### src/rtl/fdrp_pkg.sv
`timescale 1ns / 1ps
`default_nettype none
// ----------------------------------------------------------------------------
// fdrp_pkg: shared definitions for the flash descriptor region parser
// Holds field widths, descriptor constants, result and status codes, the
// sequencer phase type and the structs passed between the parser modules.
// ----------------------------------------------------------------------------
package fdrp_pkg;

    // Field widths of the command and result words.
    localparam int CMD_W      = 1;
    localparam int DATA_W     = 32;
    localparam int ERR_W      = 3;
    localparam int KIND_W     = 2;
    localparam int ADDR_W     = 12;
    localparam int ID_W       = 4;
    localparam int BASE_W     = 28;
    localparam int SIZE_W     = 29;
    localparam int STATUS_W   = 2;
    localparam int COUNT_W    = 5;
    localparam int MASK_W     = 16;
    localparam int REGION_SHIFT = 12;
    localparam int HALF_W     = 16;

    // Region ids: the hardware limit and the default population.
    localparam int MAX_REGION_IDS     = 16;
    localparam int NUM_REGION_IDS_DEF = 16;

    // Configuration port.
    localparam int CFG_ADDR_W  = 3;
    localparam int CFG_DATA_W  = 32;
    localparam int CFG_INDEX_W = 1;
    localparam logic [CFG_INDEX_W-1:0] REG_REGION_PRESENT_MASK = 1'b0;
    localparam logic [MASK_W-1:0]      MASK_RESET = 16'h0001;

    // Descriptor layout.
    localparam logic [DATA_W-1:0] SIGNATURE     = 32'h0FF0_A55A;
    localparam logic [ADDR_W-1:0] SIG_ADDR      = 12'h010;
    localparam logic [ADDR_W-1:0] MAP_ADDR      = 12'h018;
    localparam logic [3:0]        ACCESS_OFFSET = 4'hC;
    localparam logic [ADDR_W-1:0] REGION_TABLE  = 12'h040;
    localparam logic [REGION_SHIFT-1:0] MIN_REGION = 12'hFFF;

    // Command codes.
    localparam logic [CMD_W-1:0] CMD_START = 1'b0;
    localparam logic [CMD_W-1:0] CMD_DATA  = 1'b1;

    // Result kinds.
    localparam logic [KIND_W-1:0] KIND_REQUEST = 2'd0;
    localparam logic [KIND_W-1:0] KIND_RECORD  = 2'd1;
    localparam logic [KIND_W-1:0] KIND_FINISH  = 2'd2;

    // Finish status codes.
    localparam logic [STATUS_W-1:0] ST_OK         = 2'd0;
    localparam logic [STATUS_W-1:0] ST_IO_ERROR   = 2'd1;
    localparam logic [STATUS_W-1:0] ST_NOT_VALID  = 2'd2;
    localparam logic [STATUS_W-1:0] ST_NO_REGIONS = 2'd3;

    // Result queue depth: one word may leave while two new ones arrive.
    localparam int RQ_DEPTH = 3;
    localparam int RQ_CNT_W = 2;

    typedef enum logic [2:0] {
        PH_IDLE,
        PH_SIG,
        PH_MAP,
        PH_ACCESS,
        PH_REGION
    } phase_t;

    typedef struct packed {
        phase_t              phase;
        logic [DATA_W-1:0]   access_word;
        logic [ID_W-1:0]     current_region;
        logic [BASE_W-1:0]   max_limit;
        logic [COUNT_W-1:0]  readable_total;
    } parse_state_t;

    typedef struct packed {
        logic [CMD_W-1:0]  command;
        logic [DATA_W-1:0] read_data;
        logic [ERR_W-1:0]  read_error;
    } cmd_word_t;

    typedef struct packed {
        logic [KIND_W-1:0]   kind;
        logic [ADDR_W-1:0]   request_address;
        logic [ID_W-1:0]     region_id;
        logic [BASE_W-1:0]   region_base;
        logic [SIZE_W-1:0]   region_size;
        logic                readable;
        logic                writable;
        logic [STATUS_W-1:0] status;
        logic [SIZE_W-1:0]   total_size;
        logic [COUNT_W-1:0]  readable_count;
        logic                last;
    } result_t;

endpackage
`default_nettype wire

### src/rtl/fdrp_cmd_if.sv
`timescale 1ns / 1ps
`default_nettype none
// ----------------------------------------------------------------------------
// fdrp_cmd_if: command channel of the region parser
// Carries start commands and returned descriptor words with a valid/ready
// handshake.
// ----------------------------------------------------------------------------
interface fdrp_cmd_if;
    import fdrp_pkg::*;

    logic              valid;
    logic              ready;
    logic [CMD_W-1:0]  command;
    logic [DATA_W-1:0] read_data;
    logic [ERR_W-1:0]  read_error;

    modport source (
        output valid,
        output command,
        output read_data,
        output read_error,
        input  ready
    );

    modport sink (
        input  valid,
        input  command,
        input  read_data,
        input  read_error,
        output ready
    );
endinterface
`default_nettype wire

### src/rtl/fdrp_rsp_if.sv
`timescale 1ns / 1ps
`default_nettype none
// ----------------------------------------------------------------------------
// fdrp_rsp_if: result channel of the region parser
// Carries read requests, region records and finish words with a valid/ready
// handshake.
// ----------------------------------------------------------------------------
interface fdrp_rsp_if;
    import fdrp_pkg::*;

    logic                valid;
    logic                ready;
    logic [KIND_W-1:0]   kind;
    logic [ADDR_W-1:0]   request_address;
    logic [ID_W-1:0]     region_id;
    logic [BASE_W-1:0]   region_base;
    logic [SIZE_W-1:0]   region_size;
    logic                readable;
    logic                writable;
    logic [STATUS_W-1:0] status;
    logic [SIZE_W-1:0]   total_size;
    logic [COUNT_W-1:0]  readable_count;
    logic                last;

    modport source (
        output valid,
        output kind,
        output request_address,
        output region_id,
        output region_base,
        output region_size,
        output readable,
        output writable,
        output status,
        output total_size,
        output readable_count,
        output last,
        input  ready
    );

    modport sink (
        input  valid,
        input  kind,
        input  request_address,
        input  region_id,
        input  region_base,
        input  region_size,
        input  readable,
        input  writable,
        input  status,
        input  total_size,
        input  readable_count,
        input  last,
        output ready
    );
endinterface
`default_nettype wire

### src/rtl/fdrp_step.sv
`timescale 1ns / 1ps
`default_nettype none
// ----------------------------------------------------------------------------
// fdrp_step: next-state and result logic of the region parser
// Takes the registered command word and the current parse state, and gives
// the next state together with up to two result words.
// ----------------------------------------------------------------------------
module fdrp_step #(
    parameter int NUM_REGION_IDS = fdrp_pkg::NUM_REGION_IDS_DEF
) (
    input  fdrp_pkg::cmd_word_t          cmd_word,
    input  fdrp_pkg::parse_state_t       state_cur,
    input  logic [fdrp_pkg::MASK_W-1:0]  present_mask,
    output fdrp_pkg::parse_state_t       state_next,
    output logic [1:0]                   res_count,
    output fdrp_pkg::result_t            res0,
    output fdrp_pkg::result_t            res1
);
    import fdrp_pkg::*;

    // Lowest set bit of a candidate vector.
    function automatic logic [ID_W:0] pick_lowest(input logic [MASK_W-1:0] cand);
        logic [ID_W:0] found;
        found = '0;
        for (int i = MASK_W - 1; i >= 0; i--)
        begin
            if (cand[i])
            begin
                found = {1'b1, ID_W'(i)};
            end
        end
        return found;
    endfunction

    logic [MASK_W-1:0]  id_exists;
    logic [MASK_W-1:0]  eligible;
    logic [MASK_W-1:0]  above_cur;
    logic [ID_W:0]      first_pick;
    logic [ID_W:0]      next_pick;
    logic               data_err;
    logic [HALF_W-1:0]  base16;
    logic [HALF_W-1:0]  limit16;
    logic               region_off;
    logic [BASE_W-1:0]  region_base;
    logic [BASE_W-1:0]  region_limit;
    logic [HALF_W:0]    span;
    logic [COUNT_W-1:0] rd_bit_idx;
    logic [COUNT_W-1:0] wr_bit_idx;
    logic               rd_bit;
    logic               wr_bit;
    logic [BASE_W-1:0]  limit_upd;
    logic [COUNT_W-1:0] total_upd;
    result_t            rec;
    result_t            follow;

    // Ids that the configuration allows and that lie above the current one.
    always_comb
    begin
        for (int i = 0; i < MASK_W; i++)
        begin
            id_exists[i] = (i < NUM_REGION_IDS);
            above_cur[i] = (ID_W'(i) > state_cur.current_region);
        end
    end

    assign eligible   = present_mask & id_exists;
    assign first_pick = pick_lowest(eligible);
    assign next_pick  = pick_lowest(eligible & above_cur);
    assign data_err   = (cmd_word.read_error != '0);

    // Region word decode: base below limit is the same as low half not above
    // high half, since the limit carries the all-ones page offset.
    assign base16       = cmd_word.read_data[HALF_W-1:0];
    assign limit16      = cmd_word.read_data[DATA_W-1:HALF_W];
    assign region_off   = (base16 > limit16);
    assign region_base  = {base16, {REGION_SHIFT{1'b0}}};
    assign region_limit = {limit16, MIN_REGION};
    assign span         = {1'b0, limit16} - {1'b0, base16} + 1'b1;

    // Access word layout is split at id twelve.
    assign rd_bit_idx = (state_cur.current_region < ID_W'(12))
                      ? {1'b0, state_cur.current_region} + COUNT_W'(8)
                      : {1'b0, state_cur.current_region} - COUNT_W'(12);
    assign wr_bit_idx = (state_cur.current_region < ID_W'(12))
                      ? {1'b0, state_cur.current_region} + COUNT_W'(20)
                      : {1'b0, state_cur.current_region} - COUNT_W'(8);
    assign rd_bit = state_cur.access_word[rd_bit_idx];
    assign wr_bit = state_cur.access_word[wr_bit_idx];

    // Totals after this region.
    assign limit_upd = (!region_off && (state_cur.max_limit < region_limit))
                     ? region_limit : state_cur.max_limit;
    assign total_upd = (!region_off && rd_bit)
                     ? state_cur.readable_total + 1'b1 : state_cur.readable_total;

    // Region record word.
    always_comb
    begin
        rec           = '0;
        rec.kind      = KIND_RECORD;
        rec.region_id = state_cur.current_region;
        if (!region_off)
        begin
            rec.region_base = region_base;
            rec.region_size = {span, {REGION_SHIFT{1'b0}}};
            rec.readable    = rd_bit;
            rec.writable    = wr_bit;
        end
    end

    // Word that follows a region record: next request or the finish.
    always_comb
    begin
        follow      = '0;
        follow.last = 1'b1;
        if (next_pick[ID_W])
        begin
            follow.kind            = KIND_REQUEST;
            follow.request_address = REGION_TABLE
                                   + {{(ADDR_W-ID_W-2){1'b0}}, next_pick[ID_W-1:0], 2'b00};
        end
        else
        begin
            follow.kind           = KIND_FINISH;
            follow.status         = ST_OK;
            follow.total_size     = {1'b0, limit_upd} + 1'b1;
            follow.readable_count = total_upd;
        end
    end

    // Sequencer decision.
    always_comb
    begin
        state_next = state_cur;
        res_count  = 2'd0;
        res0       = '0;
        res1       = '0;
        res0.last  = 1'b1;
        if (cmd_word.command == CMD_START)
        begin
            state_next.access_word    = '0;
            state_next.current_region = '0;
            state_next.max_limit      = '0;
            state_next.readable_total = '0;
            res_count                 = 2'd1;
            if (!first_pick[ID_W])
            begin
                state_next.phase = PH_IDLE;
                res0.kind        = KIND_FINISH;
                res0.status      = ST_NO_REGIONS;
            end
            else
            begin
                state_next.phase     = PH_SIG;
                res0.kind            = KIND_REQUEST;
                res0.request_address = SIG_ADDR;
            end
        end
        else
        begin
            unique case (state_cur.phase)
                PH_SIG:
                begin
                    res_count = 2'd1;
                    if (data_err || (cmd_word.read_data != SIGNATURE))
                    begin
                        state_next.phase = PH_IDLE;
                        res0.kind        = KIND_FINISH;
                        res0.status      = data_err ? ST_IO_ERROR : ST_NOT_VALID;
                    end
                    else
                    begin
                        state_next.phase     = PH_MAP;
                        res0.kind            = KIND_REQUEST;
                        res0.request_address = MAP_ADDR;
                    end
                end
                PH_MAP:
                begin
                    res_count = 2'd1;
                    if (data_err)
                    begin
                        state_next.phase = PH_IDLE;
                        res0.kind        = KIND_FINISH;
                        res0.status      = ST_IO_ERROR;
                    end
                    else
                    begin
                        state_next.phase     = PH_ACCESS;
                        res0.kind            = KIND_REQUEST;
                        res0.request_address = {cmd_word.read_data[7:0], ACCESS_OFFSET};
                    end
                end
                PH_ACCESS:
                begin
                    res_count = 2'd1;
                    if (data_err)
                    begin
                        state_next.phase = PH_IDLE;
                        res0.kind        = KIND_FINISH;
                        res0.status      = ST_IO_ERROR;
                    end
                    else
                    begin
                        state_next.access_word = cmd_word.read_data;
                        if (!first_pick[ID_W])
                        begin
                            state_next.phase = PH_IDLE;
                            res0.kind        = KIND_FINISH;
                            res0.status      = ST_NO_REGIONS;
                        end
                        else
                        begin
                            state_next.phase          = PH_REGION;
                            state_next.current_region = first_pick[ID_W-1:0];
                            res0.kind                 = KIND_REQUEST;
                            res0.request_address      = REGION_TABLE
                                + {{(ADDR_W-ID_W-2){1'b0}}, first_pick[ID_W-1:0], 2'b00};
                        end
                    end
                end
                PH_REGION:
                begin
                    res_count                 = 2'd2;
                    res0                      = rec;
                    res1                      = follow;
                    state_next.max_limit      = limit_upd;
                    state_next.readable_total = total_upd;
                    if (next_pick[ID_W])
                    begin
                        state_next.current_region = next_pick[ID_W-1:0];
                    end
                    else
                    begin
                        state_next.phase = PH_IDLE;
                    end
                end
                default:
                begin
                    res_count = 2'd0;
                end
            endcase
        end
    end
endmodule
`default_nettype wire

### src/rtl/fdrp_result_queue.sv
`timescale 1ns / 1ps
`default_nettype none
// ----------------------------------------------------------------------------
// fdrp_result_queue: three-entry shift queue for result words
// Takes up to two words a cycle and presents the oldest on the result
// channel. Reports room when two words fit after this cycle's pop.
// ----------------------------------------------------------------------------
module fdrp_result_queue (
    input  logic                 clk,
    input  logic                 rst_n,
    input  logic [1:0]           push_count,
    input  fdrp_pkg::result_t    push0,
    input  fdrp_pkg::result_t    push1,
    output logic                 room,
    fdrp_rsp_if.source           rsp
);
    import fdrp_pkg::*;

    result_t               q_reg [RQ_DEPTH];
    result_t               q_next [RQ_DEPTH];
    logic [RQ_CNT_W-1:0]   cnt_reg;
    logic [RQ_CNT_W-1:0]   cnt_next;
    logic [RQ_CNT_W-1:0]   kept;
    logic                  pop;

    assign pop  = (cnt_reg != '0) && rsp.ready;
    assign kept = cnt_reg - RQ_CNT_W'(pop);
    assign room = (kept < RQ_CNT_W'(2));

    // Shift out the popped word, then place new words behind the kept ones.
    always_comb
    begin
        for (int i = 0; i < RQ_DEPTH; i++)
        begin
            if (pop && (i + 1 < RQ_DEPTH))
            begin
                q_next[i] = q_reg[i + 1];
            end
            else
            begin
                q_next[i] = q_reg[i];
            end
            if ((push_count != 2'd0) && (RQ_CNT_W'(i) == kept))
            begin
                q_next[i] = push0;
            end
            if ((push_count == 2'd2) && (RQ_CNT_W'(i) == kept + 1'b1))
            begin
                q_next[i] = push1;
            end
        end
        cnt_next = kept + push_count;
    end

    // Occupancy count.
    always_ff @(posedge clk or negedge rst_n)
    begin
        if (!rst_n)
        begin
            cnt_reg <= '0;
        end
        else
        begin
            cnt_reg <= cnt_next;
        end
    end

    // Word storage.
    always_ff @(posedge clk)
    begin
        for (int i = 0; i < RQ_DEPTH; i++)
        begin
            q_reg[i] <= q_next[i];
        end
    end

    // Head of the queue drives the channel.
    assign rsp.valid           = (cnt_reg != '0);
    assign rsp.kind            = q_reg[0].kind;
    assign rsp.request_address = q_reg[0].request_address;
    assign rsp.region_id       = q_reg[0].region_id;
    assign rsp.region_base     = q_reg[0].region_base;
    assign rsp.region_size     = q_reg[0].region_size;
    assign rsp.readable        = q_reg[0].readable;
    assign rsp.writable        = q_reg[0].writable;
    assign rsp.status          = q_reg[0].status;
    assign rsp.total_size      = q_reg[0].total_size;
    assign rsp.readable_count  = q_reg[0].readable_count;
    assign rsp.last            = q_reg[0].last;
endmodule
`default_nettype wire

### src/rtl/flash_descriptor_region_parser.sv
`timescale 1ns / 1ps
`default_nettype none
// ----------------------------------------------------------------------------
// flash_descriptor_region_parser: flash descriptor region walker
// Requests the signature, map, access and region words of a flash
// descriptor one at a time and reports each region and the totals.
// ----------------------------------------------------------------------------
//
//  Channel   Role    Handshake           Word
//  cmd       sink    valid/ready         command, read_data, read_error
//  rsp       source  valid/ready         request, region record or finish
//  apb       slave   psel/penable        region_present_mask at address 0
//
//  A command word is taken into an input register, decoded from that register
//  and its results written to a three-entry result queue.
//  While rsp.ready holds, every one-result word can be taken each cycle;
//  a region word gives two, so the result port, one word a cycle, paces it.
//  cmd.ready drops only while the queue cannot take two more words.
//  rst_n clears the sequencer, queue and input register at once and sets the
//  present mask to region zero only; no clearing pass follows.
//
module flash_descriptor_region_parser #(
    parameter int NUM_REGION_IDS = fdrp_pkg::NUM_REGION_IDS_DEF
) (
    input  logic                            clk,
    input  logic                            rst_n,
    fdrp_cmd_if.sink                        cmd,
    fdrp_rsp_if.source                      rsp,
    input  logic                            psel,
    input  logic                            penable,
    input  logic                            pwrite,
    input  logic [fdrp_pkg::CFG_ADDR_W-1:0] paddr,
    input  logic [fdrp_pkg::CFG_DATA_W-1:0] pwdata,
    output logic [fdrp_pkg::CFG_DATA_W-1:0] prdata,
    output logic                            pready
);
    import fdrp_pkg::*;

    logic                       in_vld_reg;
    cmd_word_t                  in_word_reg;
    logic                       q_room;
    logic                       consume;
    parse_state_t               state_reg;
    parse_state_t               state_next;
    logic [1:0]                 res_count;
    result_t                    res0;
    result_t                    res1;
    logic [MASK_W-1:0]          mask_reg;
    logic [CFG_INDEX_W-1:0]     cfg_index;
    logic                       cfg_write;

    // Configuration register port.
    assign pready    = 1'b1;
    assign cfg_index = paddr[CFG_ADDR_W-1:2];
    assign cfg_write = psel && penable && pwrite;

    always_ff @(posedge clk or negedge rst_n)
    begin
        if (!rst_n)
        begin
            mask_reg <= MASK_RESET;
        end
        else if (cfg_write && (cfg_index == REG_REGION_PRESENT_MASK))
        begin
            mask_reg <= pwdata[MASK_W-1:0];
        end
    end

    always_comb
    begin
        prdata = '0;
        unique case (cfg_index)
            REG_REGION_PRESENT_MASK: prdata = {{(CFG_DATA_W-MASK_W){1'b0}}, mask_reg};
            default:                 prdata = '0;
        endcase
    end

    // Input register: refilled whenever its word is consumed or it is empty.
    assign consume   = in_vld_reg && q_room;
    assign cmd.ready = !in_vld_reg || consume;

    always_ff @(posedge clk or negedge rst_n)
    begin
        if (!rst_n)
        begin
            in_vld_reg <= 1'b0;
        end
        else if (cmd.ready)
        begin
            in_vld_reg <= cmd.valid;
        end
    end

    always_ff @(posedge clk)
    begin
        if (cmd.ready && cmd.valid)
        begin
            in_word_reg.command    <= cmd.command;
            in_word_reg.read_data  <= cmd.read_data;
            in_word_reg.read_error <= cmd.read_error;
        end
    end

    // Sequencer decode.
    fdrp_step #(
        .NUM_REGION_IDS (NUM_REGION_IDS)
    ) u_step (
        .cmd_word     (in_word_reg),
        .state_cur    (state_reg),
        .present_mask (mask_reg),
        .state_next   (state_next),
        .res_count    (res_count),
        .res0         (res0),
        .res1         (res1)
    );

    // Parse state.
    always_ff @(posedge clk or negedge rst_n)
    begin
        if (!rst_n)
        begin
            state_reg.phase          <= PH_IDLE;
            state_reg.access_word    <= '0;
            state_reg.current_region <= '0;
            state_reg.max_limit      <= '0;
            state_reg.readable_total <= '0;
        end
        else if (consume)
        begin
            state_reg <= state_next;
        end
    end

    // Result queue.
    fdrp_result_queue u_queue (
        .clk        (clk),
        .rst_n      (rst_n),
        .push_count (consume ? res_count : 2'd0),
        .push0      (res0),
        .push1      (res1),
        .room       (q_room),
        .rsp        (rsp)
    );
endmodule
`default_nettype wire

### src/flat_wrapper.sv
// flat-port wrapper written by rule: the top's interface ports become plain ports
module flash_descriptor_region_parser_flat import fdrp_pkg::*;
#(
    parameter int NUM_REGION_IDS = fdrp_pkg::NUM_REGION_IDS_DEF
)
  (clk, rst_n, psel, penable, pwrite, paddr, pwdata, prdata, pready, cmd_valid, cmd_command, cmd_read_data, cmd_read_error, cmd_ready, rsp_valid, rsp_kind, rsp_request_address, rsp_region_id, rsp_region_base, rsp_region_size, rsp_readable, rsp_writable, rsp_status, rsp_total_size, rsp_readable_count, rsp_last, rsp_ready);
  fdrp_cmd_if cmd_i ();
  fdrp_rsp_if rsp_i ();
  input  logic clk;
  input  logic rst_n;
  input  logic psel;
  input  logic penable;
  input  logic pwrite;
  input  logic [fdrp_pkg::CFG_ADDR_W-1:0] paddr;
  input  logic [fdrp_pkg::CFG_DATA_W-1:0] pwdata;
  output logic [fdrp_pkg::CFG_DATA_W-1:0] prdata;
  output logic pready;
  input wire logic [$bits(cmd_i.valid)-1:0] cmd_valid;
  input wire logic [$bits(cmd_i.command)-1:0] cmd_command;
  input wire logic [$bits(cmd_i.read_data)-1:0] cmd_read_data;
  input wire logic [$bits(cmd_i.read_error)-1:0] cmd_read_error;
  output wire logic [$bits(cmd_i.ready)-1:0] cmd_ready;
  output wire logic [$bits(rsp_i.valid)-1:0] rsp_valid;
  output wire logic [$bits(rsp_i.kind)-1:0] rsp_kind;
  output wire logic [$bits(rsp_i.request_address)-1:0] rsp_request_address;
  output wire logic [$bits(rsp_i.region_id)-1:0] rsp_region_id;
  output wire logic [$bits(rsp_i.region_base)-1:0] rsp_region_base;
  output wire logic [$bits(rsp_i.region_size)-1:0] rsp_region_size;
  output wire logic [$bits(rsp_i.readable)-1:0] rsp_readable;
  output wire logic [$bits(rsp_i.writable)-1:0] rsp_writable;
  output wire logic [$bits(rsp_i.status)-1:0] rsp_status;
  output wire logic [$bits(rsp_i.total_size)-1:0] rsp_total_size;
  output wire logic [$bits(rsp_i.readable_count)-1:0] rsp_readable_count;
  output wire logic [$bits(rsp_i.last)-1:0] rsp_last;
  input wire logic [$bits(rsp_i.ready)-1:0] rsp_ready;
  assign cmd_i.valid = cmd_valid;
  assign cmd_i.command = cmd_command;
  assign cmd_i.read_data = cmd_read_data;
  assign cmd_i.read_error = cmd_read_error;
  assign cmd_ready = cmd_i.ready;
  assign rsp_valid = rsp_i.valid;
  assign rsp_kind = rsp_i.kind;
  assign rsp_request_address = rsp_i.request_address;
  assign rsp_region_id = rsp_i.region_id;
  assign rsp_region_base = rsp_i.region_base;
  assign rsp_region_size = rsp_i.region_size;
  assign rsp_readable = rsp_i.readable;
  assign rsp_writable = rsp_i.writable;
  assign rsp_status = rsp_i.status;
  assign rsp_total_size = rsp_i.total_size;
  assign rsp_readable_count = rsp_i.readable_count;
  assign rsp_last = rsp_i.last;
  assign rsp_i.ready = rsp_ready;
  flash_descriptor_region_parser #(.NUM_REGION_IDS(NUM_REGION_IDS)) u_core (.clk(clk), .rst_n(rst_n), .cmd(cmd_i), .rsp(rsp_i), .psel(psel), .penable(penable), .pwrite(pwrite), .paddr(paddr), .pwdata(pwdata), .prdata(prdata), .pready(pready));
endmodule
### config.mk
export PLATFORM = sky130hd
export DESIGN_NAME = flash_descriptor_region_parser_flat
export DESIGN_NICKNAME = d
export VERILOG_FILES = /design/src/rtl/fdrp_pkg.sv /design/src/rtl/fdrp_cmd_if.sv /design/src/rtl/fdrp_rsp_if.sv /design/src/rtl/fdrp_step.sv /design/src/rtl/fdrp_result_queue.sv /design/src/rtl/flash_descriptor_region_parser.sv /design/src/flat_wrapper.sv
export SDC_FILE = /design/constraint.sdc
export NUM_CORES = 1
export LEC_CHECK = 0
export BUFFER_PORTS_ARGS = -buffer_cell sky130_fd_sc_hd__buf_2
export CELL_PAD_IN_SITES_DETAIL_PLACEMENT = 0
export CELL_PAD_IN_SITES_GLOBAL_PLACEMENT = 1
export CORE_MARGIN = 2
export CORE_UTILIZATION = 50
export DETAILED_ROUTE_END_ITERATION = 6
export PLACE_DENSITY = 0.94
export SYNTH_ARGS = -nofsm -noshare
export SYNTH_HDL_FRONTEND = slang
export SYNTH_SLANG_ARGS = --single-unit
### constraint.sdc
create_clock -name clk -period 7.9 [get_ports clk]
set_clock_uncertainty 0.2 [all_clocks]
set_input_delay 0.79 -clock clk [delete_from_list [all_inputs] [get_ports clk]]
set_output_delay 0.79 -clock clk [all_outputs]
set_load 0.01 [all_outputs]
After elaboration in Yosys (flattened, before gate mapping)
Memory sizes are Yosys's and may differ from the RTL's.
Index checks and enable logic that the tools add are counted.
Widths: inputs -> output; s select.
Cells by class
  bitwise gates (word level): 2
  reduce and logical (&&, ||, !) cells: 28
  $add $sub $neg: 13
  magnitude comparators: 22
  equality and inequality tests: 19
  mux-type cells: 94
Operators with widths (count)
  $mux 114: 10
  $mux 5: 37
  $mux 63: 2
  $mux 72: 1
  $mux 59: 1
  $pmux 14 s4: 1
  $mux 36: 1
  $mux 35: 1
  $mux 34: 1
  $mux 33: 1
  $gt 4x4->1 const A: 8
  $mux 32: 1
  $ne 32x28->1 const B: 1
  $add 28x1->29 const B: 1
  $lt 28x28->1: 1
  $mux 2: 14
  $mux 28: 1
  $mux 8: 3
  $add 17x1->17 const B: 1
  $sub 16x16->17: 1
  $add 7x6->8 const A: 2
  $and 16x16->16: 1
  $gt 16x16->1: 1
  $gt 3x4->1 const A: 4
  43 further kinds: 82
Word-level totals
  memories kept: 1
  register bits after elaboration: 127
  input bits: 78
  output and inout port bits: 149
  word-level logic and storage cells: 190
  RAM bits: 342
Memory list
  u_core.u_queue.q_reg: words 3, bits a word 114, rd ports 3, clocked after Yosys merged registers in 0, write ports 3, RTL line fdrp_result_queue.sv:19  | result_t q_reg [RQ_DEPTH];

Depth between registers and ports, before layout
  depth in word-level cells: 23
  mapped depth: 21
  depth with buffers taken out: 18

Modules after synthesis
A second synthesis with hierarchy kept.
Unflattened totals
  cell total of the unflattened synthesis: 2717
  area total of the unflattened synthesis: 29291.8 µm²
By module, submodules not included
  fdrp_result_queue: area an instance 18019.8 µm², cells an instance 1440, times used 1
  fdrp_step: area an instance 6536.3 µm², cells an instance 1013, times used 1
  flash_descriptor_region_parser: area an instance 4735.8 µm², cells an instance 264, times used 1

Worst setup path before layout
OpenSTA, ideal clock, no wires.
  kind: register to register
  start point: register u_core.in_word_reg[3] in the netlist's numbering
  end point: memory u_core.u_queue.q_reg[0][148] in the netlist's numbering (data pin)
  data required time: 7.570 ns
  stages on the path, launching flop included: 21
  data arrival time: 4.577 ns
  setup slack: 2.993 ns
  path buffers: 3
  path through: edfxtp_1 -> inv_1 -> ha_1 -> inv_1 -> fa_1 -> nand3_1 -> a21oi_1 -> o31ai_1 -> a32oi_1 -> nor2_2 -> clkbuf_1 -> clkbuf_1 -> or2_2 -> ha_1 -> buf_2 -> inv_1 -> nor4_2 -> nand4_1 -> or4b_1 -> a211oi_1 -> o21a_1
RTL lines
  start, declared: RTL line flash_descriptor_region_parser.sv:40  | cmd_word_t in_word_reg;
  end, declared: RTL line fdrp_result_queue.sv:19

==> flow_summary_export.csv <==
group,metric,value,unit
worst_setup_path,worstSetupEndpointType,"flip-flop",
final_layout,largest_reg_flops,264,
synthesis,ys_seq_elements,391,
final_layout,antenna_cells,0,
clock_tree,post-cts-setup-buffers,0,
timing,post-route-min-period,5920,ps
timing,worst_pin_slew,1270,ps
route,antenna_left,0,
worst_setup_path,rr_worst_depth,17,
power_and_ir_drop,leakagePower,8.98,nW
grt,antenna_found_initial,0,
route,post-route-drc-count,0,
synthesis,synthTopCellsByCount,"nand2_1, edfxtp_1, dfxtp_1, buf_4, nor2_1",
route,finalWirelength,48800,µm
power_and_ir_drop,pwr-share-comb,34.2,%
grt,overflow,0,
min_path,min_path_type,"in2reg",
synthesis,avgSynthCellArea,10.3,µm²
synthesis,synth_compound_area_share,13.6,%
clock_tree,cts_max_path_buffers,3,
worst_setup_path,r2r_slack,1980,ps
worst_setup_path,crit_type,"reg2reg",
min_path,hp-start,"cmd_read_data[5]",
grt,grtUsageTotal,23.5,%
flow_run,cap_violations,0,
power_and_ir_drop,ir_drop,0.241,mV
synthesis,synth_flop_cell,"edfxtp_1",
synthesis,yosysTopAreaCellShare,23.9,%
clock_tree,cts.sinks,391,
synthesis,netlist_top_cells_area,"edfxtp_1, dfxtp_1, dfrtp_1, buf_4, ha_1",
clock_tree,clk_pin_slew,60,ps
synthesis,synth_edf_count,159,
synthesis,async_reset_ff_share,23.3,%
final_layout,layout.nets,2131,
synthesis,yosys.area.top_type,"edfxtp_1",
synthesis,synth_fa_ha_area_share,4.78,%
final_layout,flow.area_growth_from_synthesis,8.89,%
clock_tree,clock-root-buffer,"clkbuf_16",
synthesis,synthCells,1941,
clock_tree,cts_buffers,42,
synthesis,synth_most_common_cell,"nand2_1",
synthesis,muxShareOfSynthArea,5.85,%
power_and_ir_drop,swShare,36.8,%
synthesis,synth_top_family_by_area,"simple AND/OR/NAND/NOR gates",
synthesis,synth_seq_area_share,49.5,%
die,rows,73,
power_and_ir_drop,p_int,4.76,mW
min_path,min_to,"u_core.in_word_reg[8]",
timing,slew-limit-headroom,15.2,%
die,initial_utilization,50.4,%
die,die_x,204,µm
place,portBuffers,165,
worst_setup_path,cp.arrival,6160,ps
min_path,min_path_cells,1,
clock_tree,clkLatencyLatePin,580,ps
power_and_ir_drop,power_density,347,nW/µm²
worst_setup_path,cp_max_fo,13,
run_status,status,"completed",
final_layout,drive_gt1_share,16.1,%
route,vias,14549,
die,die_area,41500,µm²
power_and_ir_drop,seqPwrFrac,40.6,%
synthesis,syn_area,19900,µm²
die,top_level_ports,227,
power_and_ir_drop,p_clk_share,25.2,%
die,die_h,204,µm
grt,grt_pass1_vias,13877,
place,place_congestion,0.914,
timing,rsz0062_at_grt,"no",
synthesis,ys_types,89,
route,initialDrtViolationCount,1132,
timing,hold_violations,0,
route,vias_per_cell,5.74,
clock_tree,cts_tree,"built",
synthesis,synth_xor_area_share,2.63,%
route,drtPass1Iterations,7,
power_and_ir_drop,switching_power,2.77,mW
place,dp.final_hpwl,33200,µm
worst_setup_path,worst_setup_path_start_kind,"flip-flop",
timing,maxSlewViolCount,0,
worst_setup_path,worst_r2r_endpoint,"u_core.u_queue.q_reg[0][148]",
synthesis,ys_warn_count,0,
clock_tree,cts_htree_levels,2,
grt,grt_max_degree,91,
timing,setup_tns,0,ps
synthesis,synth_simple_gate_area_share,15.3,%
final_layout,final_area,21700,µm²
timing,clock.fmax,0.169,GHz
timing,fin_crit_sh,75.0,%
timing,finalSetupViolations,0,
worst_setup_path,required,8130,ps
route,wl_per_cell,19.3,µm
die,coreArea,39500,µm²
place,place_area,20400,µm²
worst_setup_path,reg2reg_from,"u_core.in_word_reg[19]",
grt,grt_pass1_wl,76800,µm
-- logic make-up after synthesis --
group / Yosys count
AOI/OAI and AO/OA: 400
DFF: 391
other: 2
buffers and inverters: 300
adders and majority gates: 75
and+or+nand+nor: 618
xor gates and xnor gates: 60
muxes: 95
-- placed cells by master, fill, tap and decap left out, types with 62 or more instances in the layout --
cell | synthesis | layout
buf_2 | 8 | 164
ha_1 | 73 | 73
a21oi_1 | 97 | 96
o21ai_0 | 88 | 88
dfxtp_1 | 141 | 141
nand2_1 | 209 | 208
dfrtp_1 | 90 | 90
edfxtp_1 | 159 | 159
nand3_1 | 63 | 63
nor2_1 | 108 | 107
inv_1 | 63 | 62
-- power groups by stage --
stage          sequential (mW)  combinational, mW  clock [mW]
6_report                  3.06               2.58        1.90
5_1_grt                   3.11               2.85        2.01
3_3_place_gp              3.08               2.50           0
3_5_place_dp              3.10               2.56           0
4_1_cts                   3.06               2.58        1.93
2_1_floorplan             2.92               2.12           0
-- layout make-up --
type,instances,area [µm²]
fill,3388,17800
sequential,391,9880
multi-input combinational,1291,8620
clock buffer,56,1170
timing repair buffer,189,1010
tap,525,657
inverter,63,238
clock inverter,21,149
-- worst max-delay path: stages (launching register included) --
cell and delay, ps:
edfxtp_1 670, ha_1 270, inv_1 50, fa_1 350, nand3_1 70, a21oi_1 70
o31ai_1 220, a32oi_1 120, buf_4 220, nor2_2 440, or2_2 230, ha_1 420
inv_1 260, nor4_2 770, nand4_1 350, or4b_1 610, a211oi_1 260, o21a_1 170
-- per-stage QoR --
stage / total power, mW / instances / worst slack (ps) / util, % / hold WS [ps]
2_1_floorplan: 5.04 / 1982 / 2990 / - / 229
3_3_place_gp: 5.58 / 2458 / 2230 / 51.6 / 241
3_5_place_dp: 5.66 / 2458 / 2150 / 51.6 / 243
4_1_cts: 7.57 / 2536 / 2080 / 54.9 / 154
5_1_grt: 7.97 / 2536 / 1630 / 54.9 / 162
6_report: 7.54 / 2536 / 1980 / 54.9 / 178
-- worst max-delay path by stage --
stage / start / end / slack, ps
3_5_place_dp: u_core.in_word_reg[19] / u_core.u_queue.q_reg[0][148] / 2150
4_1_cts: u_core.in_word_reg[19] / u_core.u_queue.q_reg[0][148] / 2080
6_report: u_core.in_word_reg[19] / u_core.u_queue.q_reg[0][148] / 1980
2_1_floorplan: u_core.in_word_reg[3] / u_core.u_queue.q_reg[0][148] / 2990
5_1_grt: u_core.in_word_reg[19] / u_core.u_queue.q_reg[0][148] / 1630
3_3_place_gp: u_core.in_word_reg[19] / u_core.u_queue.q_reg[0][148] / 2230
-- timing repair --
item | in CTS | in global routing
gates resized for setup | 0 | 0
endpoints found under the hold margin | 23 | 0
hold buffers | 1 | 0
-- metal layers --
layer  GRT usage, %  vias up  share of wire, %
li1               -     6849                 -
met1           30.7     7032                42
met2           38.5      556                48
met3           3.52      112               6.1
met4           10.9        0               4.2
met5              0        -                 0
No activity file was read; power rests on OpenSTA's default activity.
